**src/rtl/core/swpd_pkg.sv**
```systemverilog
`default_nettype none

package swpd_pkg;

  localparam int IndexWidth = 5;
  localparam int ByteWidth  = 8;
  localparam int WordWidth  = 16;
  localparam int WordsWidth = 5;
  localparam int KindWidth  = 2;
  localparam int CfgIdxWidth = 3;

  // Six timestamp bytes, then the two millisecond bytes
  localparam int TsByteFields  = 6;
  localparam int MsFields      = 2;
  localparam int LastOffset    = TsByteFields + MsFields - 1;
  localparam int WordFieldsMin = 1;
  localparam int WordFieldsMax = 24;

  localparam logic [ByteWidth-1:0]  SyncKind0Reset  = 8'hAA;
  localparam logic [ByteWidth-1:0]  SyncKind1Reset  = 8'hBB;
  localparam logic [ByteWidth-1:0]  SyncKind2Reset  = 8'hCC;
  localparam logic [WordsWidth-1:0] WordsKind0Reset = 5'd5;
  localparam logic [WordsWidth-1:0] WordsKind1Reset = 5'd3;
  localparam logic [WordsWidth-1:0] WordsKind2Reset = 5'd19;

  typedef enum logic [CfgIdxWidth-1:0] {
    CFG_SYNC_KIND0  = 3'd0,
    CFG_SYNC_KIND1  = 3'd1,
    CFG_SYNC_KIND2  = 3'd2,
    CFG_WORDS_KIND0 = 3'd3,
    CFG_WORDS_KIND1 = 3'd4,
    CFG_WORDS_KIND2 = 3'd5
  } cfg_reg_t;

  typedef enum logic [KindWidth-1:0] {
    KIND0 = 2'd0,
    KIND1 = 2'd1,
    KIND2 = 2'd2
  } kind_t;

  typedef struct packed {
    logic [KindWidth-1:0]  packet_kind;
    logic [IndexWidth-1:0] field_index;
    logic [WordWidth-1:0]  field_value;
    logic                  field_is_byte;
    logic                  packet_done;
  } result_t;

endpackage

`default_nettype wire

```
**src/rtl/core/sync_word_packet_deframer_unit.sv**
```systemverilog
// An accepted byte's result is registered in the output or skid register.
// Throughput: one byte per cycle while in_ready is high; all framing logic
// sits between the byte input and a two-entry result buffer (output register
// plus skid register). in_ready drops only while the skid register is full.
// Reset (rst, synchronous): sync bytes and word counts return to their
// defaults, no packet is active and the result buffer is emptied.
`default_nettype none

module sync_word_packet_deframer_unit (
  input  wire logic                                 clk,
  input  wire logic                                 rst,
  input  wire logic                                 in_valid,
  output logic                                      in_ready,
  input  wire logic [swpd_pkg::ByteWidth-1:0]       rx_byte,
  output logic                                      out_valid,
  input  wire logic                                 out_ready,
  output logic [swpd_pkg::KindWidth-1:0]            packet_kind,
  output logic [swpd_pkg::IndexWidth-1:0]           field_index,
  output logic [swpd_pkg::WordWidth-1:0]            field_value,
  output logic                                      field_is_byte,
  output logic                                      packet_done,
  input  wire logic                                 cfg_we,
  input  wire logic [swpd_pkg::CfgIdxWidth-1:0]     cfg_index,
  input  wire logic [swpd_pkg::ByteWidth-1:0]       cfg_data
);

  localparam int CmpWidth = swpd_pkg::IndexWidth + 1;

  // Configuration
  logic [swpd_pkg::ByteWidth-1:0]  sync_kind0, sync_kind1, sync_kind2;
  logic [swpd_pkg::WordsWidth-1:0] words_kind0, words_kind1, words_kind2;

  // Framing state
  logic [swpd_pkg::ByteWidth-1:0]  previous_byte;
  logic [swpd_pkg::KindWidth-1:0]  active_kind;
  logic                            kind_valid;
  logic [swpd_pkg::IndexWidth-1:0] field_counter;
  logic                            take_next;

  // Result buffer
  swpd_pkg::result_t out_reg, skid_reg;
  logic              skid_valid;

  logic                            accept;
  logic                            sync_hit;
  logic [swpd_pkg::KindWidth-1:0]  kind_eff;
  logic                            valid_eff;
  logic [swpd_pkg::IndexWidth-1:0] count_eff;
  logic                            take_eff;
  logic [swpd_pkg::WordsWidth-1:0] words_raw, words;
  logic [CmpWidth-1:0]             idx, w6, last;
  logic                            beyond, ts_byte, ms_high, done;
  logic                            emit;
  logic [swpd_pkg::KindWidth-1:0]  active_kind_next;
  logic                            kind_valid_next;
  logic [swpd_pkg::IndexWidth-1:0] field_counter_next;
  logic                            take_next_next;
  swpd_pkg::result_t               result;
  logic                            pop;

  assign accept   = in_valid && in_ready;
  assign in_ready = !skid_valid;
  assign pop      = out_valid && out_ready;

  // Sync detection with kind 0 taking priority
  always_comb begin
    sync_hit = 1'b0;
    kind_eff = active_kind;
    if (previous_byte == rx_byte) begin
      if (rx_byte == sync_kind0) begin
        sync_hit = 1'b1;
        kind_eff = swpd_pkg::KIND0;
      end else if (rx_byte == sync_kind1) begin
        sync_hit = 1'b1;
        kind_eff = swpd_pkg::KIND1;
      end else if (rx_byte == sync_kind2) begin
        sync_hit = 1'b1;
        kind_eff = swpd_pkg::KIND2;
      end
    end
  end

  assign valid_eff = kind_valid || sync_hit;
  assign count_eff = sync_hit ? '0 : field_counter;
  assign take_eff  = sync_hit || take_next;

  always_comb begin
    case (kind_eff)
      swpd_pkg::KIND0: words_raw = words_kind0;
      swpd_pkg::KIND1: words_raw = words_kind1;
      default:         words_raw = words_kind2;
    endcase
    // Clamp the word count to its legal range
    if (words_raw < swpd_pkg::WordsWidth'(swpd_pkg::WordFieldsMin)) begin
      words = swpd_pkg::WordsWidth'(swpd_pkg::WordFieldsMin);
    end else if (words_raw > swpd_pkg::WordsWidth'(swpd_pkg::WordFieldsMax)) begin
      words = swpd_pkg::WordsWidth'(swpd_pkg::WordFieldsMax);
    end else begin
      words = words_raw;
    end
  end

  assign idx     = {1'b0, count_eff};
  assign w6      = CmpWidth'(words);
  assign last    = w6 + CmpWidth'(swpd_pkg::LastOffset);
  assign beyond  = idx > last;
  assign ts_byte = (idx >= w6) && (idx < w6 + CmpWidth'(swpd_pkg::TsByteFields));
  assign ms_high = idx == last - CmpWidth'(1);
  assign done    = idx == last;

  always_comb begin
    active_kind_next   = kind_eff;
    kind_valid_next    = valid_eff;
    field_counter_next = count_eff;
    take_next_next     = take_eff;
    emit               = 1'b0;
    if (valid_eff) begin
      if (take_eff) begin
        if (beyond) begin
          // Counter ran past a shrunk packet: restart at field 0
          field_counter_next = '0;
          take_next_next     = 1'b1;
        end else begin
          emit               = !ms_high;
          take_next_next     = ((idx + CmpWidth'(1)) >= w6) && !done;
          field_counter_next = done ? '0 : count_eff + swpd_pkg::IndexWidth'(1);
        end
      end else begin
        take_next_next = 1'b1;
      end
    end
  end

  always_comb begin
    result.packet_kind   = kind_eff;
    result.field_index   = count_eff;
    result.field_value   = ts_byte ? {{(swpd_pkg::WordWidth - swpd_pkg::ByteWidth){1'b0}},
                                      rx_byte}
                                   : {previous_byte, rx_byte};
    result.field_is_byte = ts_byte;
    result.packet_done   = done;
  end

  always_ff @(posedge clk) begin
    if (rst) begin
      sync_kind0  <= swpd_pkg::SyncKind0Reset;
      sync_kind1  <= swpd_pkg::SyncKind1Reset;
      sync_kind2  <= swpd_pkg::SyncKind2Reset;
      words_kind0 <= swpd_pkg::WordsKind0Reset;
      words_kind1 <= swpd_pkg::WordsKind1Reset;
      words_kind2 <= swpd_pkg::WordsKind2Reset;
    end else if (cfg_we) begin
      case (cfg_index)
        swpd_pkg::CFG_SYNC_KIND0:  sync_kind0  <= cfg_data;
        swpd_pkg::CFG_SYNC_KIND1:  sync_kind1  <= cfg_data;
        swpd_pkg::CFG_SYNC_KIND2:  sync_kind2  <= cfg_data;
        swpd_pkg::CFG_WORDS_KIND0: words_kind0 <= cfg_data[swpd_pkg::WordsWidth-1:0];
        swpd_pkg::CFG_WORDS_KIND1: words_kind1 <= cfg_data[swpd_pkg::WordsWidth-1:0];
        swpd_pkg::CFG_WORDS_KIND2: words_kind2 <= cfg_data[swpd_pkg::WordsWidth-1:0];
        default: ;
      endcase
    end
  end

  always_ff @(posedge clk) begin
    if (rst) begin
      previous_byte <= '0;
      active_kind   <= swpd_pkg::KIND0;
      kind_valid    <= 1'b0;
      field_counter <= '0;
      take_next     <= 1'b0;
    end else if (accept) begin
      previous_byte <= rx_byte;
      active_kind   <= active_kind_next;
      kind_valid    <= kind_valid_next;
      field_counter <= field_counter_next;
      take_next     <= take_next_next;
    end
  end

  // Two-entry result buffer; the skid register only fills on a stalled output
  always_ff @(posedge clk) begin
    if (rst) begin
      out_valid  <= 1'b0;
      skid_valid <= 1'b0;
    end else if (skid_valid) begin
      if (pop) begin
        skid_valid <= 1'b0;
      end
    end else if (out_valid && !pop) begin
      if (accept && emit) begin
        skid_valid <= 1'b1;
      end
    end else begin
      out_valid <= accept && emit;
    end
  end

  always_ff @(posedge clk) begin
    if (skid_valid) begin
      if (pop) begin
        out_reg <= skid_reg;
      end
    end else if (out_valid && !pop) begin
      if (accept && emit) begin
        skid_reg <= result;
      end
    end else if (accept && emit) begin
      out_reg <= result;
    end
  end

  assign packet_kind   = out_reg.packet_kind;
  assign field_index   = out_reg.field_index;
  assign field_value   = out_reg.field_value;
  assign field_is_byte = out_reg.field_is_byte;
  assign packet_done   = out_reg.packet_done;

  a_skid_implies_out: assert property (@(posedge clk) disable iff (rst)
    skid_valid |-> out_valid)
    else $error("skid register full while output register empty");

  a_no_result_before_sync: assert property (@(posedge clk) disable iff (rst)
    (accept && !kind_valid && !sync_hit) |-> !emit)
    else $error("result produced before any sync pair");

  a_sync_emits_field0: assert property (@(posedge clk) disable iff (rst)
    (accept && sync_hit) |-> (emit && result.field_index == '0 && !result.field_is_byte))
    else $error("sync pair did not produce the sync word");

  a_sync_advances: assert property (@(posedge clk) disable iff (rst)
    (accept && sync_hit) |=> (kind_valid && field_counter == swpd_pkg::IndexWidth'(1)))
    else $error("counter not advanced after sync word");

  a_done_is_word: assert property (@(posedge clk) disable iff (rst)
    (out_valid && packet_done) |-> !field_is_byte)
    else $error("packet end flagged on a byte field");

endmodule

`default_nettype wire
```
**config.mk**
```make
export PLATFORM = sky130hd
export DESIGN_NAME = sync_word_packet_deframer_unit
export DESIGN_NICKNAME = d
export VERILOG_FILES = /design/src/rtl/core/swpd_pkg.sv /design/src/rtl/core/sync_word_packet_deframer_unit.sv
export SDC_FILE = /design/constraint.sdc
export NUM_CORES = 1
export LEC_CHECK = 0
export BUFFER_PORTS_ARGS = -buffer_cell sky130_fd_sc_hd__clkbuf_2
export CORE_ASPECT_RATIO = 1.5
export CORE_UTILIZATION = 56
export CTS_CLUSTER_SIZE = 25
export DETAILED_ROUTE_END_ITERATION = 10
export PLACE_DENSITY = 0.84
export SLEW_MARGIN = 40
export SYNTH_ARGS = -nofsm -noshare
export SYNTH_HDL_FRONTEND = slang
export SYNTH_SLANG_ARGS = --single-unit
```
**constraint.sdc**
```tcl
create_clock -name clk -period 9.7 [get_ports clk]
set_clock_uncertainty 0.1 [all_clocks]
set_input_delay 0.485 -clock clk [delete_from_list [all_inputs] [get_ports clk]]
set_output_delay 0.485 -clock clk [all_outputs]
set_load 0.01 [all_outputs]
```
# Word level (Yosys, flattened, before mapping)
# Index checks and enable logic that the tools add are counted.
dict set report totals {
  latch_bits 0
  elab_cells 105
  romBits 0
  ram_bits 0
  output_inout_bits 27
  reg_bits 108
  mem_count 0
}
dict set report op_classes {
  order_cmp 6
  n_reduce_logical 24
  n_shift 0
  n_mux 31
  div 0
  multipliers 0
  eq_ne 14
  bitwise 2
  n_addsub 5
}
# cell n
set op_table {}
lappend op_table {{25-bit 2-to-1 mux} 4}
lappend op_table {{5-bit 2-to-1 mux} 7}
lappend op_table {{8-bit equality test} 4}
lappend op_table {{16-bit 2-to-1 mux} 1}
lappend op_table {{1-bit 2-to-1 mux} 14}
lappend op_table {{2-bit AND reduction} 7}
lappend op_table {{5-bit by 3-bit adder with 6-bit output, second input constant} 2}
lappend op_table {{5-bit by 6-bit equality test with 1-bit output} 2}
lappend op_table {{5-bit one-hot mux with 2 select lines} 1}
lappend op_table {{2-bit 2-to-1 mux} 4}
lappend op_table {{5-bit by 1-bit adder with 6-bit output, second input constant} 1}
lappend op_table {{3-bit by 2-bit equality test with 1-bit output, second input constant} 2}
lappend op_table {{3-bit equality test, second input constant} 2}
lappend op_table {{6-bit by 5-bit greater-or-equal comparator with 1-bit output} 1}
lappend op_table {{5-bit by 6-bit greater-than comparator with 1-bit output} 1}
lappend op_table {{1-bit logical AND} 6}
lappend op_table {{5-bit by 6-bit < comparator with 1-bit output} 1}
lappend op_table {{3-bit AND reduction} 2}
lappend op_table {{6-bit by 1-bit subtractor with 6-bit output, second input constant} 1}
lappend op_table {{5-bit by 1-bit adder with 5-bit output, second input constant} 1}
lappend op_table {{5-bit greater-or-equal comparator} 1}
lappend op_table {{5-bit greater-than comparator, second input constant} 1}
lappend op_table {{5-bit by 1-bit < comparator with 1-bit output, second input constant} 1}
lappend op_table {{1-bit logical NOT} 4}
lappend op_table {{other kinds (9)} 11}

# Longest topological paths before layout
# Gate-level depths: netlist of the first run.
dict set report logic_depth {
  word_depth 21
  ltp_mapped 25
  depth_no_buf 24
}

# Least setup slack after synthesis of the first run
# OpenSTA, ideal clock, no wires.
dict set report synth_path {
  kind {input to register}
  start {in rx_byte[4] in the netlist's numbering}
  end {reg skid_reg[0] in the netlist's numbering, enable pin}
  cell_stages 23
  slack_ns 2.405
  arrival_ns 6.723
  path_buffers 1
  path_cell_list {buf_4 -> xor2_1 -> nor4_2 -> nand2_1 -> a21o_1 -> a21oi_4 -> mux2i_1 -> a21oi_2 -> inv_2 -> o21ai_0 -> o31a_1 -> inv_1 -> ha_1 -> inv_1 -> ha_1 -> nor2b_1 -> o21a_1 -> o31ai_1 -> a31oi_1 -> o21ai_1 -> o311ai_2 -> a21o_1 -> nor4_1}
}
dict set report synth_between {
  elab_chain_len 19
  elab_cells_between_ends 32
  classes_between {add/sub (2); order compare (3); eq/ne (6); mux (15); reduce/logical (6)}
}
# element line
set synth_rtl {}
lappend synth_rtl {{start: declaration} sync_word_packet_deframer_unit.sv:14} ;# input wire logic [swpd_pkg::ByteWidth-1:0] rx_byte,
lappend synth_rtl {{8-bit equality test} sync_word_packet_deframer_unit.sv:76} ;# end else if (rx_byte == sync_kind2) begin
lappend synth_rtl {{2-bit 2-to-1 mux} sync_word_packet_deframer_unit.sv:76}
lappend synth_rtl {{2-bit 2-to-1 mux} sync_word_packet_deframer_unit.sv:73} ;# end else if (rx_byte == sync_kind1) begin
lappend synth_rtl {{2-bit 2-to-1 mux} sync_word_packet_deframer_unit.sv:70} ;# if (rx_byte == sync_kind0) begin
lappend synth_rtl {{2-bit 2-to-1 mux} sync_word_packet_deframer_unit.sv:69} ;# if (previous_byte == rx_byte) begin
lappend synth_rtl {{2-bit by 1-bit equality test with 1-bit output or 2-bit logical NOT (tied branches)} sync_word_packet_deframer_unit.sv:88} ;# case (kind_eff)
lappend synth_rtl {{5-bit one-hot mux with 2 select lines} sync_word_packet_deframer_unit.sv:88}
lappend synth_rtl {{5-bit greater-than comparator} sync_word_packet_deframer_unit.sv:96} ;# end else if (words_raw > swpd_pkg::WordsWidth'(swpd_pkg::WordFieldsMax)) begin
lappend synth_rtl {{[... 3 more ...]} n/a}
lappend synth_rtl {{6-bit by 1-bit subtractor with 6-bit output} sync_word_packet_deframer_unit.sv:108} ;# assign ms_high = idx == last - CmpWidth'(1);
lappend synth_rtl {{5-bit by 6-bit equality test with 1-bit output} sync_word_packet_deframer_unit.sv:108}
lappend synth_rtl {{1-bit logical NOT} sync_word_packet_deframer_unit.sv:124} ;# emit = !ms_high;
lappend synth_rtl {{1-bit 2-to-1 mux} sync_word_packet_deframer_unit.sv:119} ;# if (beyond) begin
lappend synth_rtl {{1-bit 2-to-1 mux} sync_word_packet_deframer_unit.sv:118} ;# if (take_eff) begin
lappend synth_rtl {{1-bit 2-to-1 mux *} sync_word_packet_deframer_unit.sv:117} ;# if (valid_eff) begin
lappend synth_rtl {{1-bit logical AND *} sync_word_packet_deframer_unit.sv:205} ;# if (accept && emit) begin
lappend synth_rtl {{3-bit AND reduction (no line) *} n/a}
lappend synth_rtl {{end signal: assignment} sync_word_packet_deframer_unit.sv:206} ;# skid_reg <= result;
lappend synth_rtl {{end: declaration} sync_word_packet_deframer_unit.sv:41} ;# swpd_pkg::result_t out_reg, skid_reg;
# Every way passes the cells marked *; elsewhere a longest branch is shown, timed or not.
# A chain may end at the register's enable or synchronous reset.

# Final worst setup path of the first run
dict set report layout_path {
  start {reg sync_kind1[6] in the netlist's numbering}
  end {reg out_reg (netlist bit field_value[0]), enable pin}
}
dict set report layout_between {
  elab_chain_len 19
  elab_cells_between_ends 28
  classes_between {add/sub (2); order compare (3); eq/ne (3); mux (13); reduce/logical (7)}
}
# element line
set layout_rtl {}
lappend layout_rtl {{start: declaration} sync_word_packet_deframer_unit.sv:30} ;# logic [swpd_pkg::ByteWidth-1:0] sync_kind0, sync_kind1, sync_kind2;
lappend layout_rtl {{start signal: assignment} sync_word_packet_deframer_unit.sv:147} ;# sync_kind1 <= swpd_pkg::SyncKind1Reset;
lappend layout_rtl {{start signal: assignment} sync_word_packet_deframer_unit.sv:155} ;# swpd_pkg::CFG_SYNC_KIND1: sync_kind1 <= cfg_data;
lappend layout_rtl {{8-bit equality test *} sync_word_packet_deframer_unit.sv:73}
lappend layout_rtl {{2-bit 2-to-1 mux *} sync_word_packet_deframer_unit.sv:73}
lappend layout_rtl {{2-bit 2-to-1 mux *} sync_word_packet_deframer_unit.sv:70}
lappend layout_rtl {{2-bit 2-to-1 mux *} sync_word_packet_deframer_unit.sv:69}
lappend layout_rtl {{net active_kind_next (one bit)} sync_word_packet_deframer_unit.sv:54} ;# logic [swpd_pkg::KindWidth-1:0] active_kind_next;
lappend layout_rtl {{2-bit by 1-bit equality test with 1-bit output or 2-bit logical NOT (tied branches)} sync_word_packet_deframer_unit.sv:88}
lappend layout_rtl {{5-bit one-hot mux with 2 select lines *} sync_word_packet_deframer_unit.sv:88}
lappend layout_rtl {{5-bit greater-than comparator} sync_word_packet_deframer_unit.sv:96}
lappend layout_rtl {{[... 4 more ...]} n/a}
lappend layout_rtl {{5-bit by 6-bit equality test with 1-bit output} sync_word_packet_deframer_unit.sv:108}
lappend layout_rtl {{1-bit logical NOT} sync_word_packet_deframer_unit.sv:124}
lappend layout_rtl {{1-bit 2-to-1 mux *} sync_word_packet_deframer_unit.sv:119}
lappend layout_rtl {{1-bit 2-to-1 mux *} sync_word_packet_deframer_unit.sv:118}
lappend layout_rtl {{1-bit 2-to-1 mux *} sync_word_packet_deframer_unit.sv:117}
lappend layout_rtl {{1-bit logical AND *} sync_word_packet_deframer_unit.sv:208} ;# end else if (accept && emit) begin
lappend layout_rtl {{2-bit nonzero test (no line) *} n/a}
lappend layout_rtl {{3-bit AND reduction (no line) *} n/a}
lappend layout_rtl {{end signal: assignment} sync_word_packet_deframer_unit.sv:202} ;# out_reg <= skid_reg;
lappend layout_rtl {{end signal: assignment} sync_word_packet_deframer_unit.sv:209} ;# out_reg <= result;
lappend layout_rtl {{end: declaration} sync_word_packet_deframer_unit.sv:41}
# The timed path passes the listed nets; every way through them passes the cells marked *.

==> results of run 1 <==
report_power, final:
part	total [mW]	internal, mW	switching [mW]
logic	0.110	0.0444	0.0658
clock network	0.370	0.203	0.167
registers	0.490	0.484	0.00658
stage by stage:
stage          instance area (sq um)  hold WS [ns]  std cells  setup slack (ns)
2_1_floorplan                   5510         0.335        534              2.40
3_3_place_gp                    5840         0.348        677              3.03
3_5_place_dp                    5870         0.364        678              3.05
4_1_cts                         6170         0.272        694              3.38
5_1_grt                         6170         0.286        694              2.88
6_report                        6170         0.273        694              3.33
layout make-up:
cell class              count  area [sq um]  share of cell area
clock inverters             6          68.8              0.0112
multi-input cells         377          2690               0.435
well taps                 115           144              0.0233
inverters                  23          86.3              0.0140
flip-flops and latches    108          2660               0.432
clock buffers              10           229              0.0371
repair buffers             55           290              0.0471
layer usage:
layer,track usage,vias up,wire [microns]
met2,0.433,120,6040
met1,0.261,1884,4780
met4,0.152,0,416
li1,-,1974,-
met3,0.0274,29,485
met5,0,-,0
cell families (layout without fill, tap and decap cells):
family	Yosys count	count (layout)
AOI/OAI and AO/OA	98	98
buffers and inverters	49	94
muxes	36	36
and+or+nand+nor	177	177
xor gates and xnor gates	43	43
DFF	108	108
adders and majority gates	23	23
worst register-to-register path, cell delays in order, from the launching register on:
cell and delay, ns:
dfxtp_1 0.33, xor2_1 0.18, nor4_1 0.28, nand2_1 0.16, and2_1 0.20, o22ai_1 0.59
inv_1 0.24, a211oi_4 0.28, nor2_2 0.14, inv_1 0.16, o21ai_0 0.11, o31a_1 0.22
ha_1 0.28, xnor2_1 0.56, ha_1 0.37, o21a_1 0.13, o31ai_1 0.19, a31oi_1 0.06
o21ai_1 0.11, o311ai_2 0.19, a2111o_1 0.49, o32ai_4 0.34, buf_4 0.34
final timing paths:
path / from / endpoint / cells after the start / slack [ns]
min reg2reg: words_kind2[0] / words_kind2[0] / 1 / 0.38
max: sync_kind1[6] / field_value[0] / 22 / 3.33
min: cfg_data[5] / sync_kind0[5] / 2 / 0.27
max reg2reg: sync_kind1[6] / field_value[0] / 22 / 3.33
placed cells by master, fill, tap and decap left out, drive strengths merged, types with 8 or more instances in the layout:
cell	Yosys	routed
nor2b	26	26
dfxtp	58	58
nor4	9	9
edfxtp	50	50
o21ai	13	13
inv	22	25
a21oi	32	32
mux2	20	20
ha	23	23
xor2	26	26
nand2	55	55
nor3	8	8
a211o	16	16
nor2	47	47
nand2b	9	9
xnor2	17	17
mux2i	16	16
clkbuf	13	60
==> run_results.csv, run 1 <==
group,metric,value,unit
timing,tightestPinTransition,0.812,ns
clocking,cts_buffers,9,
synth,syn_inst,534,
synth,synth-edff-count,50,
global_route,grt_pass1_vias,3916,
die,dieArea,10300,sq um
clocking,post_cts_buffers,0,
die,rows,44,
timing,rsz0062_at_grt,"no",
clocking,hold_buffers,0,
placement,dp_hpwl,8510,microns
clocking,clock_latency,0.35,ns
flow_run,maxCapViolations,0,
global_route,grt_pass1_wl,18900,microns
synth,synthMuxAreaShare,0.0699,
pwr,totalPowerFinal,0.970,mW
timing,hold_viol_final,0,
synth,seq_area_frac_synth,0.483,
run_status,outcome,"finished, final reports clean",
detailed_routing,wl_per_cell,16.9,microns
synth,synthAdderAreaFrac,0.0522,
clocking,cts-root-buf,"clkbuf_16",
setup_path,critPathMaxFanout,13,
finish,largest_reg_flops,25,
clocking,cts_tree,"built",
setup_path,cp_top_family,"compound AO/OA/AOI/OAI gates",
finish,final_nets,621,
setup_path,worstSetupPathType,"reg2reg",
setup_path,critical_path.cell_chain,"xor2_1 > nor4_1 > nand2_1 > and2_1 > o22ai_1 > inv_1 > a211oi_4 > nor2_2 > inv_1 > o21ai_0 > o31a_1 > ha_1 > xnor2_1 > ha_1 > o21a_1 > o31ai_1 > a31oi_1 > o21ai_1 > o311ai_2 > a2111o_1 > o32ai_4 > buf_4",
synth,syn_area_per_cell,10.3,sq um
synth,yosysUniqueCellTypes,62,
timing,max_clock_freq,157,MHz
setup_path,cpPeakStageDelay,0.59,ns
finish,final_util,0.640,
synth,netlist_area,5510,sq um
finish,nFillCells,747,
detailed_routing,first_pass_iters,5,
synth,synth_compound_area_frac,0.128,
timing,setup_tns,0,ns
synth,yosysMostFrequentCell,"dfxtp_1",
finish,area_growth,11.9,%
setup_path,worst-path-buf-inv,3,
setup_path,critPathLaunchType,"register",
placement,io_buffers,50,
timing,drv_slew,0,
pwr,ir_drop,117,uV
synth,ys.flop_type,"dfxtp_1",
synth,synth-seq-cells,108,
synth,synthArstFlopShare,0,
setup_path,cpMaxStageDelayCell,"o22ai_1",
synth,synth.area.top_cells,"edfxtp_1 27%, dfxtp_1 21%, ha_1 5.2%",
detailed_routing,final_antenna_net_count,0,
clocking,cts_buffer_depth,2,
synth,synth-warning-count,0,
pwr,p_leak,2.40,nW
setup_path,worstPathRequired,9.65,ns
clocking,htreeDepth,3,
detailed_routing,num_vias,4007,
finish,drive_gt1_frac,0.187,
hold_path,hold_class,"in2reg",
synth,synthSimpleGateAreaFrac,0.161,
global_route,grt_usage,0.237,
synth,yosys.area.top_type,"edfxtp_1",
finish,antenna_cells,0,
die,core_area,9630,sq um
pwr,powerDensity,157,nW/um^2
timing,setup_viol,0,
clocking,ctsResizeCount,0,
timing,fin_crit_sh,0.657,
synth,synth.top_cell.area_share,0.272,
global_route,grt_max_degree,60,
global_route,antenna_found_initial,0,
synth,synth_common_cells,"58 x dfxtp_1, 55 x nand2_1, 50 x edfxtp_1",
detailed_routing,avgViaCountPerCell,5.77,
synth,synthesis.nets,581,
timing,min_period,6.37,ns
die,dieHeight,124,microns
setup_path,cp-end-kind,"register",
die,die-width,83,microns
detailed_routing,wirelength,11700,microns
detailed_routing,drc,0,
clocking,clk_pin_slew,0.07,ns
die,ioPinCount,51,
setup_path,cp.arrival,6.32,ns
global_route,grt_overflow,0,
detailed_routing,drt_iter0_drc,247,
die,floorplan.initialDensity,0.572,
synth,synth_top_family_by_area,"simple AND/OR/NAND/NOR gates",
synth,synthXorXnorAreaFrac,0.0683,
clocking,cts_sinks,108,
placement,globalplace.congestion,0.920,
timing,slew_headroom,0.458,
Power figures use the tool's default switching activity.
==> run 2: changes to the inputs <==
--- a/config.mk
+++ b/config.mk
@@ -7,7 +7,7 @@
 export LEC_CHECK = 0
 export BUFFER_PORTS_ARGS = -buffer_cell sky130_fd_sc_hd__clkbuf_2
 export CORE_ASPECT_RATIO = 1.5
-export CORE_UTILIZATION = 56
+export CORE_UTILIZATION = 54
 export CTS_CLUSTER_SIZE = 25
 export DETAILED_ROUTE_END_ITERATION = 10
 export PLACE_DENSITY = 0.84
==> constraint.sdc (replaced) <==
create_clock -name clk -period 5.5 [get_ports clk]
set_clock_uncertainty 0.1 [all_clocks]
set_input_delay 0.275 -clock clk [delete_from_list [all_inputs] [get_ports clk]]
set_output_delay 0.275 -clock clk [all_outputs]
set_load 0.01 [all_outputs]
==> run_results.csv, run 2 (synthesis results as in run 1) <==
group,metric,value,unit
run_status,outcome,"finished with violations",
run_status,violations,"design-rule violations",
die,die-width,84.5,microns
setup_path,critPathLaunchType,"register",
setup_path,worstSetupPathType,"reg2reg",
setup_path,worstPathRequired,5.45,ns
finish,final_cells,705,
clocking,cts_buffers,9,
timing,max_clock_freq,192,MHz
clocking,clk_pin_slew,0.07,ns
finish,final_nets,632,
setup_path,cp.arrival,5.16,ns
pwr,ir_drop,176,uV
detailed_routing,drc,4,
global_route,grt_usage,0.229,
detailed_routing,num_vias,4113,
detailed_routing,first_pass_iters,10,
setup_path,critPathMaxFanout,25,
timing,tightestPinTransition,0.776,ns
die,dieArea,10600,sq um
pwr,powerDensity,275,nW/um^2
clocking,clock_latency,0.35,ns
placement,io_buffers,50,
die,core_area,9800,sq um
finish,layout_common_cells,"57 x dfxtp_1, 55 x nand2_1, 50 x edfxtp_1",
finish,final_util,0.648,
timing,whs,0.0618,ns
pwr,p_leak,2.49,nW
clocking,cts-root-buf,"clkbuf_16",
finish,mostFrequentLayoutCell,"dfxtp_1",
clocking,htreeDepth,3,
placement,placed_area,5970,sq um
clocking,cts_tree,"built",
placement,dp_hpwl,8580,microns
placement,pre_cts_ws,0.0789,ns
timing,setup_viol,0,
global_route,antenna_found_initial,0,
setup_path,cp-end-kind,"register",
pwr,totalPowerFinal,1.75,mW
setup_path,cpMaxStageDelayCell,"a2111o_1",
detailed_routing,drt_iter0_drc,239,
global_route,grt_max_degree,60,
finish,antenna_cells,0,
clocking,hold_buffers,0,
timing,fin_ws,0.288,ns
finish,area_growth,15.1,%
die,floorplan.initialDensity,0.562,
die,rows,44,
global_route,grt_pass1_vias,3995,
finish,nFillCells,742,
timing,min_period,5.21,ns
timing,hold_viol_final,0,
detailed_routing,wl_per_cell,16.6,microns
finish,largest_reg_flops,25,
hold_path,hold_class,"in2reg",
detailed_routing,final_antenna_net_count,0,
timing,setup_tns,0,ns
setup_path,critical_path.cell_chain,"xor2_1 > nor4_2 > nand2_1 > a21o_1 > a21oi_4 > inv_2 > a211oi_4 > nor2_4 > nand2_1 > nand2b_2 > ha_1 > a21oi_1 > o22a_1 > inv_1 > ha_1 > and3_1 > o22ai_1 > o311ai_2 > a2111o_1 > o32ai_4 > buf_12",
timing,fin_crit_sh,0.948,
flow_run,maxCapViolations,0,
finish,design_area,6350,sq um
detailed_routing,avgViaCountPerCell,5.83,
die,dieHeight,126,microns
global_route,grt_pass1_wl,19300,microns
clocking,cts_sinks,108,
placement,placedCellCount,688,
placement,globalplace.congestion,0.851,
setup_path,cpPeakStageDelay,0.48,ns
detailed_routing,wirelength,11700,microns
die,ioPinCount,51,
finish,drive_gt1_frac,0.217,
timing,drv_slew,0,
global_route,grt_overflow,0,
timing,slew_headroom,0.481,
clocking,cts_buffer_depth,2,
## run 2: worst paths after layout
kind | start | endpoint | slack (ns) | cells past startpoint
max | previous_byte[4] | field_index[3] | 0.29 | 21
min | cfg_data[7] | sync_kind0[7] | 0.06 | 2
max reg2reg | previous_byte[4] | field_index[3] | 0.29 | 21
min reg2reg | sync_kind1[2] | sync_kind1[2] | 0.38 | 2
## run 2: power by group
part           internal, mW  switching, mW  total [mW]
logic                0.0881          0.120       0.208
clock network         0.374          0.301       0.675
registers             0.853         0.0118       0.865
## run 2: worst max-delay path, delay by kind of cell, from the launching register on
family / cells / cell delay, ns
AOI/OAI and AO/OA: 9 / 2.10
and+or+nand+nor: 6 / 1.12
adders and majority gates: 2 / 0.58
buffers and inverters: 3 / 0.44
DFF: 1 / 0.36
xor gates and xnor gates: 1 / 0.18
## run 2: final cells by class
cell class,instances,area [sq um],area share
Tap cell,115,144,0.0227
Timing Repair Buffer,66,398,0.0627
Multi-Input combinational cell,377,2740,0.432
Clock buffer,10,239,0.0377
Inverter,23,86.3,0.0136
Sequential cell,108,2660,0.420
Clock inverter,6,76.3,0.0120
## run 2: per-layer routing
layer / track usage / share of wire / vias up
met3: 0.0341 / 0.037 / 31
met4: 0.111 / 0.033 / 0
met1: 0.263 / 0.41 / 1973
li1: - / - / 1993
met2: 0.414 / 0.52 / 116
met5: 0 / 0 / -
## run 2: what timing repair did
item / 4_1_cts / 5_1_grt
endpoints found under the hold margin: 0 / 0
gates resized for setup: 0 / 8
endpoints found under the setup margin: 0 / 51
buffers inserted: 0 / 1
==> run 3: changes to the inputs <==
--- a/config.mk
+++ b/config.mk
@@ -7,7 +7,7 @@
 export LEC_CHECK = 0
 export BUFFER_PORTS_ARGS = -buffer_cell sky130_fd_sc_hd__clkbuf_2
 export CORE_ASPECT_RATIO = 1.5
-export CORE_UTILIZATION = 54
+export CORE_UTILIZATION = 56
 export CTS_CLUSTER_SIZE = 25
 export DETAILED_ROUTE_END_ITERATION = 10
 export PLACE_DENSITY = 0.84
==> constraint.sdc (replaced) <==
create_clock -name clk -period 5.2 [get_ports clk]
set_clock_uncertainty 0.1 [all_clocks]
set_input_delay 0.26 -clock clk [delete_from_list [all_inputs] [get_ports clk]]
set_output_delay 0.26 -clock clk [all_outputs]
set_load 0.01 [all_outputs]
==> run_results.csv, run 3 (synthesis results as in run 1) <==
group,metric,value,unit
die,dieHeight,124,microns
run_status,outcome,"finished, final reports clean",
timing,whs,0.0460,ns
placement,globalplace.congestion,0.878,
global_route,grt_usage,0.244,
die,dieArea,10300,sq um
detailed_routing,final_antenna_net_count,0,
clocking,cts_tree,"built",
detailed_routing,first_pass_iters,5,
timing,tightestPinTransition,0.717,ns
clocking,cts-root-buf,"clkbuf_16",
finish,design_area,6580,sq um
global_route,grt_overflow,0,
finish,layout_common_cells,"57 x dfxtp_1, 55 x nand2_1, 50 x edfxtp_1",
placement,dp_hpwl,8670,microns
setup_path,critPathLaunchType,"register",
timing,fin_ws,0.0230,ns
die,core_area,9630,sq um
timing,fin_crit_sh,0.996,
setup_path,worstSetupPathType,"reg2reg",
pwr,powerDensity,273,nW/um^2
pwr,ir_drop,236,uV
placement,placedCellCount,692,
detailed_routing,wirelength,12500,microns
clocking,htreeDepth,3,
setup_path,r2r_cells,22,
timing,setup_viol,0,
timing,max_clock_freq,193,MHz
setup_path,cp-end-kind,"register",
finish,antenna_cells,0,
detailed_routing,drt_iter0_drc,365,
global_route,grt_max_degree,60,
placement,io_buffers,50,
global_route,grt_pass1_vias,4016,
die,floorplan.initialDensity,0.572,
placement,pre_cts_ws,-0.111,ns
die,rows,44,
timing,rsz0062_at_grt,"yes",
global_route,grt_pass1_wl,19500,microns
clocking,clock_latency,0.35,ns
setup_path,rr_startpoint,"previous_byte[3]",
detailed_routing,wl_per_cell,17.2,microns
clocking,cts_buffers,9,
detailed_routing,drc,0,
timing,drv_slew,0,
clocking,cts_buffer_depth,2,
finish,mostFrequentLayoutCell,"dfxtp_1",
hold_path,hold_class,"in2reg",
timing,slew_headroom,0.522,
hold_path,min-delay-start,"cfg_data[6]",
finish,drive_gt1_frac,0.251,
setup_path,cp.arrival,5.15,ns
timing,hold_viol_final,0,
setup_path,crit_start,"previous_byte[3]",
timing,setup_tns,0,ns
finish,final_util,0.683,
die,die-width,83,microns
finish,final_nets,655,
setup_path,critPathMaxFanout,8,
placement,placed_area,6030,sq um
die,ioPinCount,51,
finish,largest_reg_flops,25,
pwr,totalPowerFinal,1.80,mW
finish,area_growth,19.3,%
clocking,clk_pin_slew,0.07,ns
global_route,antenna_found_initial,0,
detailed_routing,avgViaCountPerCell,5.84,
setup_path,worstPathRequired,5.17,ns
finish,final_cells,728,
timing,min_period,5.18,ns
clocking,cts_sinks,108,
detailed_routing,num_vias,4249,
pwr,p_leak,2.61,nW
hold_path,holdPathStages,2,
flow_run,maxCapViolations,0,
## run 3: path summary, 6_finish.rpt
kind / end / slack [ns]
hold / removal: sync_kind2[6] / 0.05
setup reg to reg: packet_done / 0.02
hold reg to reg: words_kind0[0] / 0.38
setup / recovery: packet_done / 0.02
## run 3: report_power, final
part	switching [mW]	internal [mW]
sequential	0.0127	0.902
combinational	0.135	0.109
clock	0.309	0.330
## run 3: per-layer routing
metal,global-route usage,share of wire,routed length [microns]
met5,0,0,0
met3,0.0294,0.042,520
met4,0.135,0.031,394
met2,0.453,0.53,6700
met1,0.270,0.39,4910
## run 3: layout make-up
class | instances | area [sq um]
clock buffers | 10 | 229
well taps | 115 | 144
fillers | 685 | 3060
repair buffers | 89 | 639
clock inverters | 6 | 50.0
inverters | 23 | 88.8
multi-input cells | 377 | 2760
flip-flops and latches | 108 | 2660
## run 3: timing repair
action	CTS	global route
hold buffers	0	0
setup buffers	0	16
resized for setup	0	10
endpoints found under the setup margin	0	52
## run 3: worst max-delay path, cell delays in order (launching register included)
cell and delay [ns]:
dfxtp_1 0.35, xor2_1 0.18, nor4_2 0.32, nand2_1 0.16, a21o_1 0.22, a21oi_4 0.26, inv_2 0.10, a211oi_4 0.35
nor2_4 0.10, o31a_1 0.30, ha_1 0.27, a21oi_1 0.15, o22a_1 0.18, inv_1 0.09, ha_1 0.32, o31ai_2 0.07
a31oi_1 0.09, o21ai_1 0.16, o311ai_2 0.18, a2111o_1 0.44, o32ai_4 0.17, buf_12 0.17, clkbuf_16 0.15
